[src/hw/rtl/mswp_pkg.sv]
package mswp_pkg;

  localparam int MAX_LEN_DEF = 1024;
  localparam int VALUE_W     = 32;
  localparam int SWAPS_W     = 11;
  localparam int OUT_DATA_W  = 16;

  typedef enum logic [1:0] {
    ST_IDLE,
    ST_SCAN,
    ST_WAIT,
    ST_DONE
  } state_t;

  typedef struct packed {
    logic load;        // store accepted element, or flag overflow
    logic scan_start;  // clear scan pointer and window sums
    logic scan_step;   // issue reads for one scan position, advance
    logic finish;      // load result register, clear sequence counters
  } cmd_t;

  typedef struct packed {
    logic scan_last;   // current scan position is the last stored element
    logic out_free;    // result register can take a new result
  } status_t;

endpackage

[src/hw/rtl/min_swaps_group_below_threshold.sv]
// A beat without tlast is taken one per cycle, back to back, while idle.
// A beat with tlast starts a scan over the N stored elements, one position per
// cycle; WAIT and DONE follow, and DONE loads the result register.
// Input stays closed from the tlast beat until DONE loads the result, which also
// waits while the previous result still waits for m_axis_tready.
// Reset (rst, synchronous, active high) clears counters, control state and the
// threshold (to 0); the flag store holds no reset and needs no clearing pass.
module min_swaps_group_below_threshold
  import mswp_pkg::*;
#(
  parameter int MAX_LEN = MAX_LEN_DEF
) (
  input  logic                  clk,
  input  logic                  rst,
  // threshold register write
  input  logic                  cfg_wr_en,
  input  logic [VALUE_W-1:0]    cfg_wr_data,   // threshold, signed
  // element stream
  input  logic                  s_axis_tvalid,
  output logic                  s_axis_tready,
  input  logic [VALUE_W-1:0]    s_axis_tdata,  // [31:0] value, signed
  input  logic                  s_axis_tlast,  // final element of the sequence
  // result stream
  output logic                  m_axis_tvalid,
  input  logic                  m_axis_tready,
  output logic [OUT_DATA_W-1:0] m_axis_tdata,  // [10:0] min_swaps, [15:11] zero
  output logic                  m_axis_tuser   // [0] overflow
);

  cmd_t    cmd;
  status_t status;

  // Controller: take beats while idle, step the scan, hand off the result.
  mswp_ctrl u_ctrl (
    .clk           (clk),
    .rst           (rst),
    .s_axis_tvalid (s_axis_tvalid),
    .s_axis_tlast  (s_axis_tlast),
    .s_axis_tready (s_axis_tready),
    .status        (status),
    .cmd           (cmd)
  );

  // Datapath: threshold compare, flag store, sliding window sum and minimum,
  // and the result register that lets the next sequence load while the
  // previous result waits for the sink.
  mswp_dp #(.MAX_LEN(MAX_LEN)) u_dp (
    .clk           (clk),
    .rst           (rst),
    .cfg_wr_en     (cfg_wr_en),
    .cfg_wr_data   (cfg_wr_data),
    .s_axis_tdata  (s_axis_tdata),
    .cmd           (cmd),
    .status        (status),
    .m_axis_tready (m_axis_tready),
    .m_axis_tvalid (m_axis_tvalid),
    .m_axis_tdata  (m_axis_tdata),
    .m_axis_tuser  (m_axis_tuser)
  );

endmodule

[src/hw/rtl/mswp_ram.sv]
module mswp_ram #(
  parameter int WIDTH = 1,
  parameter int DEPTH = 1024
) (
  input  logic                     clk,
  input  logic                     we,
  input  logic [$clog2(DEPTH)-1:0] waddr,
  input  logic [WIDTH-1:0]         wdata,
  input  logic [$clog2(DEPTH)-1:0] raddr,
  output logic [WIDTH-1:0]         rdata
);

  logic [WIDTH-1:0] mem [DEPTH];

  always_ff @(posedge clk) begin
    if (we) begin
      mem[waddr] <= wdata;
    end
    rdata <= mem[raddr];
  end

endmodule

[src/hw/rtl/mswp_ctrl.sv]
module mswp_ctrl
  import mswp_pkg::*;
(
  input  logic    clk,
  input  logic    rst,
  input  logic    s_axis_tvalid,
  input  logic    s_axis_tlast,
  output logic    s_axis_tready,
  input  status_t status,
  output cmd_t    cmd
);

  state_t state, state_next;

  always_ff @(posedge clk) begin
    if (rst) begin
      state <= ST_IDLE;
    end else begin
      state <= state_next;
    end
  end

  always_comb begin
    state_next    = state;
    cmd           = '0;
    s_axis_tready = 1'b0;
    case (state)
      ST_IDLE: begin
        s_axis_tready = 1'b1;
        if (s_axis_tvalid) begin
          cmd.load = 1'b1;
          if (s_axis_tlast) begin
            cmd.scan_start = 1'b1;
            state_next     = ST_SCAN;
          end
        end
      end
      ST_SCAN: begin
        cmd.scan_step = 1'b1;
        if (status.scan_last) begin
          state_next = ST_WAIT;
        end
      end
      // last read is in flight; its sum lands at the end of this cycle
      ST_WAIT: begin
        state_next = ST_DONE;
      end
      ST_DONE: begin
        if (status.out_free) begin
          cmd.finish = 1'b1;
          state_next = ST_IDLE;
        end
      end
      default: begin
        state_next = ST_IDLE;
      end
    endcase
  end

endmodule

[src/hw/rtl/mswp_dp.sv]
module mswp_dp
  import mswp_pkg::*;
#(
  parameter int MAX_LEN = MAX_LEN_DEF
) (
  input  logic                  clk,
  input  logic                  rst,
  input  logic                  cfg_wr_en,
  input  logic [VALUE_W-1:0]    cfg_wr_data,
  input  logic [VALUE_W-1:0]    s_axis_tdata,
  input  cmd_t                  cmd,
  output status_t               status,
  input  logic                  m_axis_tready,
  output logic                  m_axis_tvalid,
  output logic [OUT_DATA_W-1:0] m_axis_tdata,
  output logic                  m_axis_tuser
);

  localparam int AW = $clog2(MAX_LEN);
  localparam int CW = $clog2(MAX_LEN + 1);
  localparam int XW = (CW > SWAPS_W) ? CW : SWAPS_W;

  logic [VALUE_W-1:0] threshold;
  logic [CW-1:0]      elem_cnt;
  logic [CW-1:0]      small_cnt;
  logic               overflowed;
  logic [CW-1:0]      scan_pos;
  logic [CW-1:0]      win_cnt;
  logic [CW-1:0]      best;
  logic               rd_valid;
  logic               rd_fill;
  logic               rd_fill_last;
  logic               above;
  logic               full;
  logic               fill_now;
  logic [CW-1:0]      lead_pos;
  logic               wr_en;
  logic               flag_in;
  logic               flag_out;
  logic [CW-1:0]      win_next;
  logic [XW-1:0]      best_x;
  logic               out_valid;
  logic [SWAPS_W-1:0] out_swaps;
  logic               out_ovf;

  assign above    = $signed(s_axis_tdata) > $signed(threshold);
  assign full     = (elem_cnt == CW'(MAX_LEN));
  assign wr_en    = cmd.load && !full;
  assign fill_now = (scan_pos < small_cnt);
  assign lead_pos = scan_pos - small_cnt;

  // two copies of the flag store: one read at the window head, one at its tail
  mswp_ram #(.WIDTH(1), .DEPTH(MAX_LEN)) u_ram_in (
    .clk   (clk),
    .we    (wr_en),
    .waddr (elem_cnt[AW-1:0]),
    .wdata (above),
    .raddr (scan_pos[AW-1:0]),
    .rdata (flag_in)
  );

  mswp_ram #(.WIDTH(1), .DEPTH(MAX_LEN)) u_ram_out (
    .clk   (clk),
    .we    (wr_en),
    .waddr (elem_cnt[AW-1:0]),
    .wdata (above),
    .raddr (lead_pos[AW-1:0]),
    .rdata (flag_out)
  );

  always_comb begin
    if (rd_fill) begin
      win_next = win_cnt + CW'(flag_in);
    end else begin
      win_next = win_cnt + CW'(flag_in) - CW'(flag_out);
    end
  end

  assign status.scan_last = (scan_pos == elem_cnt - CW'(1));
  assign status.out_free  = !out_valid || m_axis_tready;

  always_ff @(posedge clk) begin
    if (rst) begin
      threshold <= '0;
    end else if (cfg_wr_en) begin
      threshold <= cfg_wr_data;
    end
  end

  always_ff @(posedge clk) begin
    if (rst) begin
      elem_cnt   <= '0;
      small_cnt  <= '0;
      overflowed <= 1'b0;
    end else if (cmd.finish) begin
      elem_cnt   <= '0;
      small_cnt  <= '0;
      overflowed <= 1'b0;
    end else if (cmd.load) begin
      if (full) begin
        overflowed <= 1'b1;
      end else begin
        elem_cnt <= elem_cnt + CW'(1);
        if (!above) begin
          small_cnt <= small_cnt + CW'(1);
        end
      end
    end
  end

  always_ff @(posedge clk) begin
    if (rst) begin
      scan_pos     <= '0;
      win_cnt      <= '0;
      best         <= '0;
      rd_valid     <= 1'b0;
      rd_fill      <= 1'b0;
      rd_fill_last <= 1'b0;
    end else begin
      rd_valid     <= cmd.scan_step;
      rd_fill      <= fill_now;
      rd_fill_last <= fill_now && (scan_pos + CW'(1) == small_cnt);
      if (cmd.scan_start) begin
        scan_pos <= '0;
        win_cnt  <= '0;
        best     <= '0;
      end else begin
        if (cmd.scan_step) begin
          scan_pos <= scan_pos + CW'(1);
        end
        if (rd_valid) begin
          win_cnt <= win_next;
          if (rd_fill_last) begin
            best <= win_next;
          end else if (!rd_fill && (win_next < best)) begin
            best <= win_next;
          end
        end
      end
    end
  end

  assign best_x = XW'(best);

  always_ff @(posedge clk) begin
    if (rst) begin
      out_valid <= 1'b0;
    end else if (cmd.finish) begin
      out_valid <= 1'b1;
    end else if (m_axis_tready) begin
      out_valid <= 1'b0;
    end
  end

  always_ff @(posedge clk) begin
    if (cmd.finish) begin
      out_swaps <= best_x[SWAPS_W-1:0];
      out_ovf   <= overflowed;
    end
  end

  assign m_axis_tvalid = out_valid;
  assign m_axis_tdata  = OUT_DATA_W'(out_swaps);
  assign m_axis_tuser  = out_ovf;

endmodule

[config.mk]
export PLATFORM = sky130hd
export DESIGN_NAME = min_swaps_group_below_threshold
export DESIGN_NICKNAME = d
export VERILOG_FILES = /design/src/hw/rtl/mswp_pkg.sv /design/src/hw/rtl/min_swaps_group_below_threshold.sv /design/src/hw/rtl/mswp_ram.sv /design/src/hw/rtl/mswp_ctrl.sv /design/src/hw/rtl/mswp_dp.sv
export SDC_FILE = /design/constraint.sdc
export NUM_CORES = 2
export LEC_CHECK = 0
export BUFFER_PORTS_ARGS = -buffer_cell sky130_fd_sc_hd__clkbuf_2
export CAP_MARGIN = 10
export CORE_MARGIN = 4
export CORE_UTILIZATION = 50
export DETAILED_ROUTE_END_ITERATION = 8
export GPL_TIMING_DRIVEN = 0
export PLACE_DENSITY = 0.66
export SKIP_CTS_REPAIR_TIMING = 1
export SYNTH_ARGS = -nofsm -noshare
export SYNTH_HDL_FRONTEND = slang
export SYNTH_SLANG_ARGS = --single-unit
[constraint.sdc]
create_clock -name clk -period 52.6 [get_ports clk]
set_clock_uncertainty 0.1 [all_clocks]
set_input_delay 2.63 -clock clk [delete_from_list [all_inputs] [get_ports clk]]
set_output_delay 2.63 -clock clk [all_outputs]
set_load 0.02 [all_outputs]
After elaboration in Yosys (flattened, before gate mapping) --
Memories as Yosys holds them, arrays and structs flattened. A register that Yosys moved wholly into a read port is not among the register bits. Index checks and enable logic that the tools add are counted.
Operators by class: $add $sub $neg 7, order comparisons 3, equal/unequal tests 10, mux-type cells 19, bitwise logic cells 2, reduce and logical (&&, ||, !) cells 17
Operators with widths (count):
- $add 11x1->11 const B | 3
- $mux 11 | 3
- $gt 32x32->1 | 1
- $eq 11x11->1 | 2
- $lt 11x11->1 | 2
- $mux 2 | 6
- $add 11x1->11 | 1
- $eq 11x11->1 const B | 1
- $sub 11x1->11 | 1
- $sub 11x1->11 const B | 1
- $sub 10x10->10 | 1
- $mux 1 | 9
- $ne 2x2->1 const B | 4
- $pmux 2 s4 | 1
- $reduce_and 2->1 | 3
- $eq 2x2->1 const B | 2
- $reduce_and 4->1 | 1
- $reduce_bool 2->1 | 2
- $reduce_or 2->1 | 2
- $logic_and 1x1->1 | 3
- $logic_not 1->1 | 3
- $reduce_and 3->1 | 1
- $eq 2x1->1 const B | 1
- $logic_not 2->1 | 1
- other kinds (2) | 3
Word-level totals: bits in registers 106, memory bits (writable) 2048, output and inout bits 19, word-level logic and storage cells 74, memories 2
Memories:
- u_dp.u_ram_in.mem | words 1024, width 1, read ports 1, clocked after Yosys merged registers in 1, write ports 1, line mswp_ram.sv:13 | logic [WIDTH-1:0] mem [DEPTH];
- u_dp.u_ram_out.mem | words 1024, width 1, read ports 1, clocked after Yosys merged registers in 1, write ports 1, line mswp_ram.sv:13

Logic depth before layout (Yosys ltp) --
depth in word-level cells 7, gate-level depth with buffers 20, gate-level depth less buffers 18

Cells and area by module --
From an unflattened synthesis, not the netlist that was laid out.
Unflattened totals: cell total of the unflattened synthesis 6997, area total of the unflattened synthesis 96010.8 um2
By module, submodules not included:
- mswp_ram | instances 2, cells each 3112, area an instance 44656.6 um2, seq. area each 30769.5 um2
- mswp_dp | instances 1, cells each 752, area an instance 6503.7 um2, seq. area each 2202.1 um2
- mswp_ctrl | instances 1, cells each 21, area an instance 193.9 um2, seq. area each 40.0 um2

Worst setup path before layout --
No wires, ideal clock.
path type input to register, start point in s_axis_tdata[31], end point mem u_dp.u_ram_in.mem[1013], data pin, library setup time 5.024 ns, arrival time 27.443 ns, required time 47.476 ns, slack 20.033 ns, cell stages on the path 6, buffers on the path 0, cell sequence ha_1 nand4_1 or4_1 o21ai_0 xor2_1 nor2_1
Between the ends: word-level cells in the longest chain between the ends 1
RTL lines:
- start, declared | line min_swaps_group_below_threshold.sv:21 | input logic [VALUE_W-1:0] s_axis_tdata,
- $gt 32x32->1 | line mswp_dp.sv:46 | assign above = $signed(s_axis_tdata) > $signed(threshold);
- net u_dp.above | line mswp_dp.sv:33 | logic above;
- end, declared | line mswp_ram.sv:13
The timed path passes the listed nets, and every way through them passes these cells.

Worst setup path after layout --
start point reg u_dp.scan_pos[0], end point reg u_dp.u_ram_out.rdata (read register of u_dp.u_ram_out.mem)
Between the ends: word-level cells in the longest chain between the ends 1
RTL lines:
- start, declared | line mswp_dp.sv:27 | logic [CW-1:0] scan_pos;
- start signal, assigned | line mswp_dp.sv:129 | scan_pos <= scan_pos + CW'(1);
- $sub 10x10->10 | line mswp_dp.sv:50 | assign lead_pos = scan_pos - small_cnt;
- end, declared | line mswp_ram.sv:10 | output logic [WIDTH-1:0] rdata
Every way passes these cells. A chain may end at the register's enable or synchronous reset.

==> results.cfg <==
[run_status]
outcome = completed

[timing]
hold_viol_final = 0
maxSlewHeadroom_pct = 6.24
worst_slew_pin_slew_ns = 1.41
fin_setup_tns_ns = 0
rsz0062_at_grt = false
fmax_mhz = 116
period_needed_ns = 8.65
slew_violations = 0
whs_ns = 0.335
period_share_pct = 16.4
setup_viol = 0
fin_ws_ns = 43.95

[route]
drt_first_iter_violations = 8888
first_pass_iters = 6
viasPerCell = 7.14
drc_errors = 0
via_count = 43600
avgRoutedWirePerCell_um = 40.1
finalWirelength_um = 245000
antenna_left = 0

[logic_synthesis]
avgSynthCellArea_um2 = 14.0
netlist_area_um2 = 59000
synth.distinct_cells = 67
synth_seq_area_share_pct = 56.0
ys_async_sr_fraction_pct = 0
yosys_warnings = 0
yosys.area.top_type = edfxtp_1
yosys-top-cells-area = edfxtp_1, mux4_2, nor2_1, dfxtp_1, mux2i_1
synth-main-ff-cell = edfxtp_1
yosys.area.top_type_share_pct = 52.7
synth_edf_count = 1036
syn_inst = 4218
ys_ff_latch = 1132

[placed_design]
placed_cell_area_um2 = 62200
pre_cts_slack_ns = 44.60
gp_congestion = 1.08
portBuffers = 82
dpl.hpwl_um = 166000

[floorplanning]
io_pins = 89
core_area_um2 = 117000
start_util_pct = 50.6
die_h_um = 352
num_rows = 125
dieArea_um2 = 124000
chipWidth_um = 352

[pwr]
sw_frac_of_total_pct = 39.6
ir_drop_mv = 0.0522
combPwrFrac_pct = 43.9
powerDensity_nw_per_um2 = 51.0
p_int_mw = 2.04
power_frac_seq_pct = 31.0
p_total_mw = 3.37
switchingPower_mw = 1.33
clkPwrFrac_pct = 25.1
power.leakage_nw = 20.3

[grt]
grt_pass1_wl_um = 328000
antenna_found_initial = 19
grtUsageMet3_pct = 19.2
use_met1_pct = 48.5
busiest_layer = met2
met2_usage_pct = 54.5
grt_pass1_vias = 40500
grt_max_degree = 57
grt_overflow_total = 0
grtUsageTotal_pct = 39.5

[critical_path]
cp_slowest_cell = buf_1
critical_path.cell_chain = buf_2, buf_2, buf_2, buf_2, inv_1, ha_1, inv_1, fa_1, buf_4, buf_2, buf_1, mux4_2, nand2_1, nand3_1, o21ai_0, o211ai_1, mux2i_1, mux2i_1, mux2i_1, a211oi_1
reg2reg_depth = 20
r2r-end = u_dp.u_ram_out.rdata
worst-path-max-fanout = 10
start_kind = flop
worst_path_most_repeated_cell = buf_2
max_stage_delay_ns = 1.08
arrival_ns = 9.15
required_ns = 53.10
end_kind = flop
crit_buf_inv = 9
critical_path_class = reg2reg
r2r_setup_slack_ns = 43.95
cp_top_family = buffers and inverters
timing.rr.start = u_dp.scan_pos[0]

[layout]
drive_gt1_share_pct = 23.8
final_cell_mix = nor2_1, edfxtp_1, mux4_2
syn_to_final_growth_pct = 12.0
design_area_um2 = 66100
layout_commonest_cell = nor2_1
nets = 4611

[job]
drv_cap = 0

[clock_network]
cts_made_buffers = 121
htreeDepth = 3
clock-sinks = 1132
root_buffer = clkbuf_16
clk_pin_slew_ns = 0.06
clock_tree.buffer_depth = 3
cts_tree = done
clk_latency_ns = 0.80

[min_path]
whs_path_depth = 0
whs_endpoint = u_dp.m_axis_tuser
hold_path_startpoint = u_dp.overflowed
min_path_type = reg2reg
[power by group through the flow]
| stage | Clock (mW) | Combinational [mW] | Sequential (mW) |
|---|---|---|---|
| 4_1_cts | 0.842 | 1.40 | 1.04 |
| 5_1_grt | 0.878 | 1.47 | 1.05 |
| 2_1_floorplan | 0 | 0.785 | 1.15 |
| 3_5_place_dp | 0 | 1.40 | 1.06 |
| 3_3_place_gp | 0 | 1.36 | 1.21 |
| 6_report | 0.845 | 1.48 | 1.04 |
[stage by stage]
stage	std cells	util (%)
3_3_place_gp	5828	52.6
4_1_cts	6089	56.5
2_1_floorplan	4222	-
5_1_grt	6094	56.6
6_report	6104	56.6
3_5_place_dp	5868	53.3
[cells by family (layout without fill, tap and decap cells)]
family / after synthesis / count (layout) / share of synthesized area (%)
multiplexers: 701 / 701 / 24.6
AND/OR/NAND/NOR: 1515 / 1515 / 10.3
XOR/XNOR: 71 / 71 / 1.07
other: 1 / 15 / 0.00636
AO/OA/AOI/OAI: 247 / 247 / 2.74
flip-flops: 1132 / 1132 / 56.0
adder cells (fa/ha/maj): 69 / 69 / 1.48
buffers and inverters: 482 / 830 / 3.80
[worst max-delay path by stage]
stage	from	endpoint	slack, ns	depth (start not counted)
3_5_place_dp	u_dp.scan_pos[0]	u_dp.u_ram_out.rdata	44.60	20
6_report	u_dp.scan_pos[0]	u_dp.u_ram_out.rdata	43.95	20
5_1_grt	u_dp.scan_pos[0]	u_dp.u_ram_out.rdata	44.41	20
4_1_cts	u_dp.scan_pos[0]	u_dp.u_ram_out.rdata	44.59	20
2_1_floorplan	s_axis_tdata[31]	u_dp.u_ram_in.mem[1013]	20.03	6
3_3_place_gp	s_axis_tdata[21]	u_dp.u_ram_out.mem[340]	0.99	10
[synth_stat cells (all sizes together) (36+ instances only)]
cell type  instances
xnor2             39
inv               65
nand3             55
a22oi             36
ha                68
buf              183
a21oi             55
mux2i             95
o21ai             55
nand2            203
clkbuf           233
nor2            1143
dfxtp             96
edfxtp          1036
mux4             600
[registers in the layout (all words and copies together) (netlist names), 2 cells and up]
signal	cells
u_dp.u_ram_out.mem	1023
u_dp.threshold	32
u_dp.best	11
u_dp.elem_cnt	11
u_dp.out_swaps	11
u_dp.scan_pos	11
u_dp.small_cnt	11
u_dp.win_cnt	11
u_ctrl.state	2
[area by class of cell]
| class | count | area (µm²) |
|---|---|---|
| multi-input cells | 2608 | 23800 |
| well taps | 1524 | 1910 |
| plain buffers | 416 | 2020 |
| inverters | 66 | 248 |
| clock inverters | 69 | 607 |
| clock buffers | 152 | 3180 |
| diodes | 10 | 25.0 |
| fillers | 9474 | 50600 |
| flip-flops and latches | 1132 | 33000 |
| repair buffers | 127 | 1260 |
[routing by layer]
metal  up-vias  part of all wire, %
li1      16500                    -
met1     21900                   32
met2      4151                   41
met3       996                   17
met4        18                  9.3
met5         -                0.047
Power figures use the tool's default switching activity.
